File: src/hdl/jsu_pkg.sv
package jsu_pkg;

  // Result kinds
  localparam logic [1:0] KIND_DATA  = 2'd0;
  localparam logic [1:0] KIND_DONE  = 2'd1;
  localparam logic [1:0] KIND_ERROR = 2'd2;

  // Most results one input byte can cause
  localparam int unsigned MAX_RES = 4;
  localparam int unsigned RES_IDX_W = $clog2(MAX_RES);
  localparam int unsigned RES_CNT_W = $clog2(MAX_RES + 1);

  // Characters with a meaning to the parser
  localparam logic [7:0] CH_QUOTE = 8'h22;
  localparam logic [7:0] CH_BSLASH = 8'h5C;
  localparam logic [7:0] CH_SLASH = 8'h2F;
  localparam logic [7:0] CH_N = 8'h6E;
  localparam logic [7:0] CH_R = 8'h72;
  localparam logic [7:0] CH_T = 8'h74;
  localparam logic [7:0] CH_B = 8'h62;
  localparam logic [7:0] CH_F = 8'h66;
  localparam logic [7:0] CH_U = 8'h75;

  // Bytes that the simple escapes stand for
  localparam logic [7:0] BYTE_LF = 8'h0A;
  localparam logic [7:0] BYTE_CR = 8'h0D;
  localparam logic [7:0] BYTE_TAB = 8'h09;
  localparam logic [7:0] BYTE_BS = 8'h08;
  localparam logic [7:0] BYTE_FF = 8'h0C;

  // Hex digits in a \u escape
  localparam int unsigned HEX_DIGITS = 4;
  localparam logic [1:0] HEX_LAST = 2'(HEX_DIGITS - 1);

  // All results caused by one input byte, in order
  typedef struct packed {
    logic [RES_CNT_W-1:0]              cnt;
    logic [MAX_RES-1:0][7:0]           bytes;
    logic [MAX_RES-1:0][1:0]           kinds;
  } burst_t;

  // Hex digit decode: bit 4 set when the byte is a hex digit
  function automatic logic [4:0] hex_decode(input logic [7:0] b);
    logic [4:0] r;
    r = 5'd0;
    if (b inside {[8'h30:8'h39]}) begin
      r = {1'b1, 4'(b - 8'h30)};
    end else if (b inside {[8'h61:8'h66]}) begin
      r = {1'b1, 4'(b - 8'h57)};
    end else if (b inside {[8'h41:8'h46]}) begin
      r = {1'b1, 4'(b - 8'h37)};
    end
    return r;
  endfunction

endpackage

File: src/hdl/jsu_if.sv
// Input channel: one raw byte per transfer
interface jsu_in_if;
  logic       valid;
  logic       ready;
  logic [7:0] in_byte;
  logic       in_last;

  modport source (output valid, output in_byte, output in_last, input ready);
  modport sink (input valid, input in_byte, input in_last, output ready);
endinterface

// Result channel: one result per transfer
interface jsu_out_if;
  logic       valid;
  logic       ready;
  logic [7:0] out_byte;
  logic [1:0] out_kind;
  logic       out_last;

  modport source (output valid, output out_byte, output out_kind, output out_last,
                  input ready);
  modport sink (input valid, input out_byte, input out_kind, input out_last,
                output ready);
endinterface

File: src/hdl/jsu_parser.sv
module jsu_parser
  import jsu_pkg::*;
(
  input  logic       clk,
  input  logic       rst_n,
  input  logic       take,
  input  logic [7:0] item_byte,
  input  logic       item_last,
  output burst_t     burst
);

  typedef enum logic [1:0] {
    MODE_IDLE = 2'd0,
    MODE_STR  = 2'd1,
    MODE_ESC  = 2'd2,
    MODE_HEX  = 2'd3
  } mode_t;

  mode_t       mode_r, mode_nxt;
  logic [1:0]  hex_cnt_r, hex_cnt_nxt;
  logic [15:0] acc_r, acc_nxt;

  logic [4:0]  hex;
  logic [15:0] cp;
  logic        ended;
  logic [RES_CNT_W-1:0] n;

  assign hex = hex_decode(item_byte);
  assign cp  = {acc_r[11:0], hex[3:0]};

  // Next state and the results of this byte
  always_comb begin
    mode_nxt    = mode_r;
    hex_cnt_nxt = hex_cnt_r;
    acc_nxt     = acc_r;
    ended       = 1'b0;
    n           = '0;
    burst.bytes = '0;
    burst.kinds = '0;
    case (mode_r)
      MODE_IDLE: begin
        if (item_byte != CH_QUOTE) begin
          burst.kinds[0] = KIND_ERROR;
          n     = RES_CNT_W'(1);
          ended = 1'b1;
        end else begin
          mode_nxt = MODE_STR;
        end
      end
      MODE_STR: begin
        if (item_byte == CH_QUOTE) begin
          burst.kinds[0] = KIND_DONE;
          n        = RES_CNT_W'(1);
          ended    = 1'b1;
          mode_nxt = MODE_IDLE;
        end else if (item_byte == CH_BSLASH) begin
          mode_nxt = MODE_ESC;
        end else if (item_byte[7:5] == 3'd0) begin
          // control byte inside the string
          burst.kinds[0] = KIND_ERROR;
          n        = RES_CNT_W'(1);
          ended    = 1'b1;
          mode_nxt = MODE_IDLE;
        end else begin
          burst.bytes[0] = item_byte;
          burst.kinds[0] = KIND_DATA;
          n = RES_CNT_W'(1);
        end
      end
      MODE_ESC: begin
        n        = RES_CNT_W'(1);
        mode_nxt = MODE_STR;
        burst.kinds[0] = KIND_DATA;
        case (item_byte)
          CH_QUOTE:  burst.bytes[0] = CH_QUOTE;
          CH_BSLASH: burst.bytes[0] = CH_BSLASH;
          CH_SLASH:  burst.bytes[0] = CH_SLASH;
          CH_N:      burst.bytes[0] = BYTE_LF;
          CH_R:      burst.bytes[0] = BYTE_CR;
          CH_T:      burst.bytes[0] = BYTE_TAB;
          CH_B:      burst.bytes[0] = BYTE_BS;
          CH_F:      burst.bytes[0] = BYTE_FF;
          CH_U: begin
            n           = '0;
            mode_nxt    = MODE_HEX;
            hex_cnt_nxt = '0;
            acc_nxt     = '0;
          end
          default: begin
            burst.kinds[0] = KIND_ERROR;
            ended    = 1'b1;
            mode_nxt = MODE_IDLE;
          end
        endcase
      end
      MODE_HEX: begin
        if (!hex[4]) begin
          burst.kinds[0] = KIND_ERROR;
          n        = RES_CNT_W'(1);
          ended    = 1'b1;
          mode_nxt = MODE_IDLE;
          hex_cnt_nxt = '0;
          acc_nxt     = '0;
        end else if (hex_cnt_r == HEX_LAST) begin
          // last digit: encode the code point as UTF-8
          if (cp < 16'h0080) begin
            burst.bytes[0] = cp[7:0];
            n = RES_CNT_W'(1);
          end else if (cp < 16'h0800) begin
            burst.bytes[0] = {3'b110, cp[10:6]};
            burst.bytes[1] = {2'b10, cp[5:0]};
            n = RES_CNT_W'(2);
          end else begin
            burst.bytes[0] = {4'b1110, cp[15:12]};
            burst.bytes[1] = {2'b10, cp[11:6]};
            burst.bytes[2] = {2'b10, cp[5:0]};
            n = RES_CNT_W'(3);
          end
          mode_nxt    = MODE_STR;
          hex_cnt_nxt = '0;
          acc_nxt     = '0;
        end else begin
          acc_nxt     = cp;
          hex_cnt_nxt = hex_cnt_r + 2'd1;
        end
      end
      default: begin
        mode_nxt = MODE_IDLE;
      end
    endcase

    // input ran out before the string closed
    if (item_last && !ended) begin
      burst.kinds[n[RES_IDX_W-1:0]] = KIND_ERROR;
      burst.bytes[n[RES_IDX_W-1:0]] = '0;
      n           = n + RES_CNT_W'(1);
      mode_nxt    = MODE_IDLE;
      hex_cnt_nxt = '0;
      acc_nxt     = '0;
    end
    burst.cnt = n;
  end

  // Parser state
  always_ff @(posedge clk) begin
    if (!rst_n) begin
      mode_r    <= MODE_IDLE;
      hex_cnt_r <= '0;
      acc_r     <= '0;
    end else if (take) begin
      mode_r    <= mode_nxt;
      hex_cnt_r <= hex_cnt_nxt;
      acc_r     <= acc_nxt;
    end
  end

endmodule

File: src/hdl/jsu_emitter.sv
module jsu_emitter
  import jsu_pkg::*;
(
  input  logic         clk,
  input  logic         rst_n,
  input  logic         load,
  input  burst_t       burst,
  output logic         can_load,
  jsu_out_if.source    out_ch
);

  logic                       valid_r;
  logic [RES_CNT_W-1:0]       cnt_r;
  logic [RES_IDX_W-1:0]       idx_r;
  logic [MAX_RES-1:0][7:0]    bytes_r;
  logic [MAX_RES-1:0][1:0]    kinds_r;

  logic final_res;
  logic xfer;
  logic fill;

  assign final_res = (RES_CNT_W'(idx_r) + RES_CNT_W'(1)) == cnt_r;
  assign xfer      = valid_r && out_ch.ready;
  assign can_load  = !valid_r || (xfer && final_res);
  assign fill      = load && can_load && (burst.cnt != '0);

  assign out_ch.valid    = valid_r;
  assign out_ch.out_byte = bytes_r[idx_r];
  assign out_ch.out_kind = kinds_r[idx_r];
  assign out_ch.out_last = final_res;

  // Control: hold a burst and step through it one transfer at a time
  always_ff @(posedge clk) begin
    if (!rst_n) begin
      valid_r <= 1'b0;
      idx_r   <= '0;
    end else if (fill) begin
      valid_r <= 1'b1;
      idx_r   <= '0;
    end else if (xfer) begin
      if (final_res) begin
        valid_r <= 1'b0;
      end else begin
        idx_r <= idx_r + RES_IDX_W'(1);
      end
    end
  end

  // Burst payload
  always_ff @(posedge clk) begin
    if (fill) begin
      cnt_r   <= burst.cnt;
      bytes_r <= burst.bytes;
      kinds_r <= burst.kinds;
    end
  end

endmodule

File: src/hdl/json_string_unescaper.sv
// Streaming JSON string unescaper. Takes one raw byte per transfer on in_ch and
// gives unescaped bytes on out_ch, then a done result at the closing quote or an
// error result, after which it waits for the next opening quote. A byte flagged
// in_last that leaves the string open also gets an error. Each byte is parsed
// from an input register into a result buffer, so the block takes one byte
// per cycle while each byte causes at most one result and out_ch is ready. The
// result buffer drains one result per cycle while out_ch is ready; the last
// hex digit of a \u escape gives up to three results (with a final early-end
// error, four), and the parser takes the next byte only once the buffer is
// empty or hands over the last result of the byte before.
// The input register lets one byte be taken while a result waits on out_ch.
module json_string_unescaper
  import jsu_pkg::*;
(
  input  logic      clk,
  input  logic      rst_n,
  jsu_in_if.sink    in_ch,
  jsu_out_if.source out_ch
);

  logic       hold_r;
  logic [7:0] byte_r;
  logic       last_r;
  logic       can_load;
  logic       take;
  burst_t     burst;

  assign take        = hold_r && can_load;
  assign in_ch.ready = !hold_r || take;

  // Input register
  always_ff @(posedge clk) begin
    if (!rst_n) begin
      hold_r <= 1'b0;
    end else if (in_ch.ready) begin
      hold_r <= in_ch.valid;
    end
  end

  always_ff @(posedge clk) begin
    if (in_ch.valid && in_ch.ready) begin
      byte_r <= in_ch.in_byte;
      last_r <= in_ch.in_last;
    end
  end

  jsu_parser u_parser (
    .clk       (clk),
    .rst_n     (rst_n),
    .take      (take),
    .item_byte (byte_r),
    .item_last (last_r),
    .burst     (burst)
  );

  jsu_emitter u_emitter (
    .clk      (clk),
    .rst_n    (rst_n),
    .load     (take),
    .burst    (burst),
    .can_load (can_load),
    .out_ch   (out_ch)
  );

endmodule

File: src/flat_wrapper.sv
// flat-port wrapper written by rule: the top's interface ports become plain ports
module json_string_unescaper_flat import jsu_pkg::*;
  (clk, rst_n, in_ch_valid, in_ch_in_byte, in_ch_in_last, in_ch_ready, out_ch_valid, out_ch_out_byte, out_ch_out_kind, out_ch_out_last, out_ch_ready);
  jsu_in_if in_ch_i ();
  jsu_out_if out_ch_i ();
  input  logic clk;
  input  logic rst_n;
  input wire logic [$bits(in_ch_i.valid)-1:0] in_ch_valid;
  input wire logic [$bits(in_ch_i.in_byte)-1:0] in_ch_in_byte;
  input wire logic [$bits(in_ch_i.in_last)-1:0] in_ch_in_last;
  output wire logic [$bits(in_ch_i.ready)-1:0] in_ch_ready;
  output wire logic [$bits(out_ch_i.valid)-1:0] out_ch_valid;
  output wire logic [$bits(out_ch_i.out_byte)-1:0] out_ch_out_byte;
  output wire logic [$bits(out_ch_i.out_kind)-1:0] out_ch_out_kind;
  output wire logic [$bits(out_ch_i.out_last)-1:0] out_ch_out_last;
  input wire logic [$bits(out_ch_i.ready)-1:0] out_ch_ready;
  assign in_ch_i.valid = in_ch_valid;
  assign in_ch_i.in_byte = in_ch_in_byte;
  assign in_ch_i.in_last = in_ch_in_last;
  assign in_ch_ready = in_ch_i.ready;
  assign out_ch_valid = out_ch_i.valid;
  assign out_ch_out_byte = out_ch_i.out_byte;
  assign out_ch_out_kind = out_ch_i.out_kind;
  assign out_ch_out_last = out_ch_i.out_last;
  assign out_ch_i.ready = out_ch_ready;
  json_string_unescaper u_core (.clk(clk), .rst_n(rst_n), .in_ch(in_ch_i), .out_ch(out_ch_i));
endmodule
File: config.mk
export PLATFORM = sky130hd
export DESIGN_NAME = json_string_unescaper_flat
export DESIGN_NICKNAME = d
export VERILOG_FILES = /design/src/hdl/jsu_pkg.sv /design/src/hdl/jsu_if.sv /design/src/hdl/jsu_parser.sv /design/src/hdl/jsu_emitter.sv /design/src/hdl/json_string_unescaper.sv /design/src/flat_wrapper.sv
export SDC_FILE = /design/constraint.sdc
export NUM_CORES = 1
export LEC_CHECK = 0
export BUFFER_PORTS_ARGS = -buffer_cell sky130_fd_sc_hd__buf_2
export CORE_ASPECT_RATIO = 1.1
export CORE_MARGIN = 4
export CORE_UTILIZATION = 30
export DETAILED_ROUTE_END_ITERATION = 12
export PLACE_DENSITY = 0.58
export SYNTH_ARGS = -nofsm -noshare
export SYNTH_HDL_FRONTEND = slang
export SYNTH_SLANG_ARGS = --single-unit
export TNS_END_PERCENT = 30
File: constraint.sdc
create_clock -name clk -period 4.65 [get_ports clk]
set_input_delay 0.2325 -clock clk [delete_from_list [all_inputs] [get_ports clk]]
set_output_delay 0.2325 -clock clk [all_outputs]
set_load 0.01 [all_outputs]
==> results.txt, run 1 <==
The part of the cycle the worst path needs is 87.24%. Entering global routing, the biggest net connects 33 pins. For this design the ratio of total power to cell area is 364.3 nW/um2. The wire length per cell came out at 15.31 um.

The origin of the worst min-delay path is in_ch_in_byte[5]. The number of levels in the clock H-tree came out at 3. The die boundary width is 108.4 um. The boundary pin count is 26.

Traced cell by cell, the critical path runs through inv_1 -> ha_1 -> or3b_1 -> and4_1 -> nor2_2 -> nor2_1 -> and2_1 -> nand2_1 -> inv_1 -> ha_1 -> or4b_1 -> a211o_1 -> o311a_1 -> buf_4 -> nor3b_1. The post-route worst hold slack came out at 0.08634 ns. The reg2reg setup slack is 0.59 ns. The count of endpoints failing hold in the final timing report is 0. The mux cell area share after synthesis is 4.325%. The starting utilization of the core area came out at 30.63%.

The relative area change from synthesis to final layout came out at 18.47%. For the pin with the worst max-slew slack, the measured transition is 0.9571 ns. The total iterations of the first detailed-routing run is 4. The maximum root-to-sink buffer count came out at 2.

The cell taking the most area after synthesis is sky130_fd_sc_hd__edfxtp_1. After detailed routing, the number of remaining DRC violations is 0. The path class of the tightest hold or removal check is input port to flip-flop. The number of unique standard cell types used by synthesis is 63. TritonCTS built the clock tree. After detailed placement, the total cell area comes to 3608 um2. A synthesized cell averages 10.14 um2. CTS placed an instance of sky130_fd_sc_hd__clkbuf_16 at the clock tree root. The critical path's largest stage delay is 0.53 ns.

Setup repair after global routing left no endpoint under its margin. The adder-cell share of the synthesized area is 4.137%. The worst endpoint required time came out at 4.89 ns. The net total in the final layout is 377. The cell area that synthesis handed to floorplanning was 3327 um2. The number of inserted diodes is 0.

The post-synthesis register bit count came out at 59. The sequential-to-total area share from yosys stat is 47.24%. The half-perimeter wire length of the detailed placement result is 5816 um. The worst register-to-register path ends at u_core.u_emitter.idx_r[1]$_SDFFE_PP0P_. The die outline area is 12,840 um2. The wire length of the first global-routing pass is 13,080 um. The height of the die came out at 118.5 um. Ranked by total cell area, the synthesized netlist is headed by sky130_fd_sc_hd__edfxtp_1 35%, sky130_fd_sc_hd__dfxtp_1 12%, sky130_fd_sc_hd__ha_1 4.1%. The number of global-route vias before repair is 2,598.

In this run the critical register-to-register path is launched from u_core.byte_r[0]$_DFFE_PP_. The library cell used most frequently in the layout, excluding fill and tap cells, is sky130_fd_sc_hd__edfxtp_1. In the global route stage, overall resource usage came out at 12.89%. The remaining number of nets flagged by the antenna check after routing came out at 0. The net count after synthesis came out at 352. The via count is 2,593.

Data on the critical path arrives at its endpoint at 4.29 ns. The clock sink count came out at 59. The setup path with the least slack is of type flip-flop to flip-flop. In the routed layout, each cell is associated on average with a via count of 5.135. The final period demand of the worst path is 4.057 ns.

The launching element type of the critical path is a flip-flop. The hold-fix buffer count after cts came out at 0. The DRC marker count from the first detailed-route iteration is 264. After synthesis, the largest family of logic cells by area is simple AND/OR/NAND/NOR gates.

The number of antenna violations at the first check in global routing is 0. The post-route clock skew came out at 0.006092 ns. The worst-path maximum fanout is 32. The synthesized netlist devotes 1.580% of its cell area to XOR and XNOR gates.

The multi-input gate area in the final layout came out at 1657 um2. The top cell types in the final layout, fill and taps aside, are 39 x sky130_fd_sc_hd__edfxtp_1, 30 x sky130_fd_sc_hd__nand2_1, 25 x sky130_fd_sc_hd__a21oi_1, 25 x sky130_fd_sc_hd__buf_2, 22 x sky130_fd_sc_hd__nor2_1. At the later pin of the worst-skew pair, clock insertion delay measures 0.32 ns.

Broken down by cell family, the worst path's largest delay share belongs to simple AND/OR/NAND/NOR gates. The worst slew margin relative to its limit came out at 36.19%. The run finished with clean final reports. After floorplanning, the core was divided into 40 placement rows. In the synthesized netlist the dominant register cell turns out to be sky130_fd_sc_hd__edfxtp_1. The clock edge transition at the registers on the reported setup and hold paths came out at 0.05 ns. The synthesized netlist cell count is 328.

Overall power consumption after layout is estimated at 1436 uW. The overall overflow remaining after global route came out at 0. The share of layout cells above drive strength 1 is 15.36%.

The simple-gate portion of the synthesized area came out at 20.83%. The worst reg-to-reg path cell count is 15. The sum of negative setup slack is 0 ns. The fraction of the mapped netlist area in compound gates is 18.92%. The number of buffers created by CTS is 9. The number of enable-type register cells in the synthesized netlist is 39. Counting instances, the worst hold path has a depth of 1. For this run, asynchronously set or reset flops after synthesis account for 0%. The area of the placeable core came out at 10,860 um2.

The total area of sequential cells is 1572 um2. The total of endpoints with negative setup slack in the final report is 0. The cell at the slowest stage of the critical path is sky130_fd_sc_hd__or4b_1. During synthesis, Yosys emitted a total of 0 warnings.

The path with the worst hold slack has its endpoint at u_core.byte_r[5]$_DFFE_PP_. The number of gates resized after cts came out at 0. The count of pins over their slew limit came to 0. The last weighted congestion value of the routability-driven placer is 0.9021. The fraction of post-synthesis cell area in the top cell type by area is 35.20%. The number of buffer and inverter instances along the worst setup path came out at 3.

The post-CTS setup repair buffer count is 0. The reported max-cap violation count came out at 0. The filler cells instantiated in the layout total 1,137. For this design the static power due to leakage is 0.001451 uW.

The count of input and output buffers came out at 25. The largest voltage drop on the vdd net came out at 0.1585 mV. The fmax came out at 246.5 MHz. The finished cells cover 3941 um2. The worst setup path is captured at a flip-flop. The wire length after detailed routing came out at 7732 um.
[cell type report]
cell class              count  share of cell area, %
clock buffers              10                  5.810
multi-input cells         245                  42.03
well taps                 147                  4.667
repair buffers             31                  4.317
clock inverters             6                  2.635
inverters                   7                 0.6667
flip-flops and latches     59                  39.87
[worst reg2reg max path: cells and delay by family (launching register included)]
family	cells	cell delay, ns
and+or+nand+nor	8	2.10
buffers and inverters	3	0.58
DFF	1	0.46
adders and majority gates	2	0.45
AOI/OAI and AO/OA	2	0.38
[where the power goes]
group | internal, uW | switching (uW) | leakage, uW
Sequential | 578 | 17.9 | 0.000543
Combinational | 39.7 | 63.8 | 0.000744
Clock | 519 | 217 | 0.000164
Total | 1140 | 299 | 0.00145
[Yosys cell counts, drive strengths merged (4+ instances only)]
| cell | number |
|---|---|
| edfxtp | 39 |
| nand2 | 30 |
| a21oi | 25 |
| nor2 | 23 |
| dfxtp | 20 |
| and2 | 14 |
| o21ai | 14 |
| a22o | 13 |
| ha | 11 |
| mux2i | 11 |
| buf | 9 |
| a22oi | 8 |
| clkbuf | 8 |
| nor3 | 8 |
| inv | 7 |
| nor3b | 6 |
| nand3 | 5 |
| nand4 | 5 |
| nor2b | 5 |
| or3 | 5 |
| nand2b | 4 |
| xor2 | 4 |
[how the worst max path moves through the flow]
stage	depth (start not counted)	endpoint	startpoint	slack, ns
after global placement	14	u_core.u_emitter.bytes_r[19]$_DFFE_PP_	u_core.byte_r[0]$_DFFE_PP_	0.84
final	15	u_core.u_emitter.idx_r[1]$_SDFFE_PP0P_	u_core.byte_r[0]$_DFFE_PP_	0.59
after detailed placement	15	u_core.u_emitter.idx_r[1]$_SDFFE_PP0P_	u_core.byte_r[0]$_DFFE_PP_	0.65
after CTS	15	u_core.u_emitter.idx_r[1]$_SDFFE_PP0P_	u_core.byte_r[0]$_DFFE_PP_	0.61
after global routing	14	u_core.u_emitter.idx_r[1]$_SDFFE_PP0P_	u_core.byte_r[1]$_DFFE_PP_	0.24
after floorplan	11	u_core.u_emitter.bytes_r[0]$_DFFE_PP_	u_core.byte_r[0]$_DFFE_PP_	0.85
[per-layer routing]
layer	routed length (um)	part of all wire [%]	global-route usage, %
met4	160	2.1	6.630
met3	401	5.2	3.714
met5	0	0	0
met2	3519	46	19.01
met1	3651	47	16.98
[cell families (layout without fill, tap and decap cells)]
| logic type | Yosys count | in the layout |
|---|---|---|
| buffers and inverters | 24 | 54 |
| AOI/OAI and AO/OA | 90 | 90 |
| and+or+nand+nor | 125 | 125 |
| DFF | 59 | 59 |
| muxes | 13 | 13 |
| adders and majority gates | 11 | 11 |
| xor gates and xnor gates | 6 | 6 |
[registers in the layout, indices dropped and copies added (netlist names)]
name	cells
u_core.u_emitter.bytes_r	22
u_core.u_parser.acc_r	12
u_core.byte_r	8
u_core.u_emitter.kinds_r	5
u_core.u_emitter.cnt_r	3
u_core.u_emitter.idx_r	2
u_core.u_parser.hex_cnt_r	2
u_core.u_parser.mode_r	2
u_core.hold_r	1
u_core.last_r	1
u_core.u_emitter.out_ch.valid	1
[through the flow]
| stage | setup slack (ns) | cells | util, % |
|---|---|---|---|
| final | 0.5932 | 505 | 36.29 |
| after global routing | 0.2353 | 505 | 36.29 |
| after CTS | 0.6093 | 505 | 36.29 |
| after detailed placement | 0.6496 | 489 | 33.23 |
| after global placement | 0.8429 | 489 | 33.23 |
| after floorplan | 0.8501 | 328 | - |
No activity file was read; power rests on OpenSTA's default activity.
==> run 2: changes to the inputs <==
Settings changed: PLACE_DENSITY 0.58 to not set.
==> results.txt, run 2 (synthesis gave the netlist of run 1 again) <==
The clock sink count is 59 (unchanged). The worst-path maximum fanout was 32 (unchanged). The total iterations of the first detailed-routing run came out at 7 (was 4).

The number of antenna violations at the first check in global routing is 0 (unchanged). The clock insertion delay at the later pin of the skew report is 0.32 ns (about the same). The element type at the critical path end is a flip-flop (unchanged). The number of levels in the clock H-tree came to 3 (unchanged). The boundary pin count is 26 (unchanged). The clock edge transition at the registers on the reported setup and hold paths is 0.05 ns (about the same). The number of buffers created by CTS came out at 9 (unchanged). The detail-routed via count per cell is 5.360 (was 5.135). The signal arrival time at the worst endpoint came out at 4.32 ns (was 4.29 ns).

The relative area change from synthesis to final layout came out at 17.30% (was 18.47%). The remaining number of nets flagged by the antenna check after routing is 0 (unchanged). The area of the placeable core is 10,860 um2 (unchanged). The half-perimeter wire length of the detailed placement result is 5738 um (was 5816 um).

Largest registers: u_core.u_emitter.bytes_r: 22 flops, u_core.u_parser.acc_r: 12 flops, u_core.byte_r: 8 flops (unchanged). The detailed-route DRC error count came out at 0 (unchanged). The clock root buffer master is sky130_fd_sc_hd__clkbuf_16 (unchanged).

The sum of negative setup slack was 0 ns (unchanged). The class of the most critical setup path is flip-flop to flip-flop (unchanged). The post-CTS setup repair buffer count came out at 0 (unchanged). The number of flip-flops in the largest register was 22 (unchanged).

The hold-fix buffer count after cts is 0 (unchanged). The total of endpoints with negative setup slack in the final report is 0 (unchanged). The cell family with the largest share of critical-path delay is simple AND/OR/NAND/NOR gates (unchanged). The count of endpoints failing hold in the final timing report came out at 0 (unchanged). The via count is 2,707 (was 2,593). The worst slew margin relative to its limit came out at 37.93% (was 36.19%). The count of input and output buffers was 25 (unchanged). The final period demand of the worst path came to 4.075 ns (was 4.057 ns). The CTS tree is yes (unchanged). The number of gates resized after cts came to 0 (unchanged).

The height of the die came to 118.5 um (unchanged). Result of the run: completed (unchanged). The ratio of total power to cell area is 342.4 nW/um2 (was 364.3 nW/um2).

The maximum root-to-sink buffer count is 2 (unchanged). The die boundary width came to 108.4 um (unchanged). The overall overflow remaining after global route is 0 (unchanged). The leakage power is 0.001428 uW (was 0.001451 uW).

The count of pins over their slew limit is 0 (unchanged). The share of layout cells above drive strength 1 is 15.92% (was 15.36%). The leading cell type in the layout, fill and taps excluded is sky130_fd_sc_hd__edfxtp_1 (unchanged). The cell at the slowest stage of the critical path was sky130_fd_sc_hd__or4b_1 (unchanged). The critical path's largest stage delay came out at 0.54 ns (was 0.53 ns). The worst min-delay path category was input port to flip-flop (unchanged). The standard-cell row count came out at 40 (unchanged). The worst endpoint required time came to 4.90 ns (was 4.89 ns). The wire length per cell came out at 15.33 um (was 15.31 um).

Leading cell types in the layout, fill and taps excluded: 39 x sky130_fd_sc_hd__edfxtp_1, 30 x sky130_fd_sc_hd__nand2_1, 25 x sky130_fd_sc_hd__a21oi_1, 25 x sky130_fd_sc_hd__buf_2, 22 x sky130_fd_sc_hd__nor2_1 (unchanged). Setup repair after global routing missed its margin: false (unchanged). The largest voltage drop on the vdd net came to 0.1597 mV (was 0.1585 mV). The register name with the most flops is u_core.u_emitter.bytes_r (unchanged). The part of the cycle the worst path needs came to 87.63% (was 87.24%). Cell chain of the critical path: inv_1 -> ha_1 -> or3b_1 -> and4_1 -> nor2_2 -> nor2_1 -> and2_1 -> nand2_1 -> inv_1 -> ha_1 -> or4b_1 -> a211o_1 -> o311a_1 -> buf_4 -> nor3b_1 (unchanged).

The net total in the final layout is 377 (unchanged). The worst-case setup margin in the final layout came to 0.5750 ns (was 0.5932 ns). The number of global-route vias before repair is 2,524 (was 2,598). The number of buffer and inverter instances along the worst setup path is 3 (unchanged). The launching element type of the critical path is a flip-flop (unchanged).

The number of inserted diodes came to 0 (unchanged). The DRC marker count from the first detailed-route iteration is 256 (was 264). The transition time at the pin with the least slew margin is 0.9311 ns (was 0.9571 ns). The reported max-cap violation count is 0 (unchanged). The total routing resource utilization after global routing is 12.70% (was 12.89%). The last weighted congestion value of the routability-driven placer is 0.9752 (was 0.9021).

The wire length of the first global-routing pass is 12,880 um (was 13,080 um). The die outline area came out at 12,840 um2 (unchanged). The post-route clock skew is 0.006299 ns (was 0.006092 ns).

The pin count of the biggest net entering global routing came out at 33 (unchanged). The starting utilization of the core area is 30.63% (unchanged). The overall power consumption is 1336 uW (was 1436 uW). The pre-CTS setup slack came out at 0.6174 ns (was 0.6496 ns).

The wire length after detailed routing was 7740 um (was 7732 um). The fmax came out at 245.4 MHz (was 246.5 MHz).
[run 2: path summary, 6_finish.rpt]
kind                                               end  cells after the start                                 startpoint  slack [ns]
max             u_core.u_emitter.idx_r[1]$_SDFFE_PP0P_                     15                 u_core.byte_r[0]$_DFFE_PP_        0.58
min                         u_core.byte_r[7]$_DFFE_PP_                      1                           in_ch_in_byte[7]        0.08
max reg2reg     u_core.u_emitter.idx_r[1]$_SDFFE_PP0P_                     15                 u_core.byte_r[0]$_DFFE_PP_        0.58
min reg2reg  u_core.u_parser.hex_cnt_r[1]$_SDFFE_PN0P_                      2  u_core.u_parser.hex_cnt_r[1]$_SDFFE_PN0P_        0.52
[run 2: power by group]
group / total [uW] / switching (uW) / internal (uW)
logic: 103 / 63.0 / 39.5
clock network: 637 / 226 / 411
registers: 597 / 18.2 / 578
total: 1340 / 307 / 1030
[run 2: worst reg2reg max path: cells and delay by family (launching register included)]
kind | cells | cell delay, ns
AOI/OAI and AO/OA | 2 | 0.39
adders and majority gates | 2 | 0.45
buffers and inverters | 3 | 0.58
DFF | 1 | 0.47
and+or+nand+nor | 8 | 2.12
[run 2: layer usage]
layer	global-route usage, %	share of wire, %	up-vias
li1	-	-	1290
met5	0	0	-
met4	4.893	2.5	0
met2	18.78	45	119
met3	3.550	7.1	20
met1	17.49	46	1278
[run 2: layout make-up]
class | instances | area [um2]
clock buffer | 9 | 225.2
timing repair buffer | 31 | 170.2
sequential | 59 | 1572
multi-input combinational | 245 | 1657
inverter | 7 | 26.28
fill | 1111 | 6958
tap | 147 | 183.9
clock inverter | 7 | 68.82
[run 2: through the flow]
stage / cells / hold slack [ns] / util (%) / cell area [um2]
floorplan: 328 / 0.3314 / - / 3327
global placement: 489 / 0.4083 / 33.23 / 3608
detailed placement: 489 / 0.4106 / 33.23 / 3608
CTS: 505 / 0.07070 / 35.93 / 3902
global route: 505 / 0.07721 / 35.93 / 3902
finish: 505 / 0.08330 / 35.93 / 3902
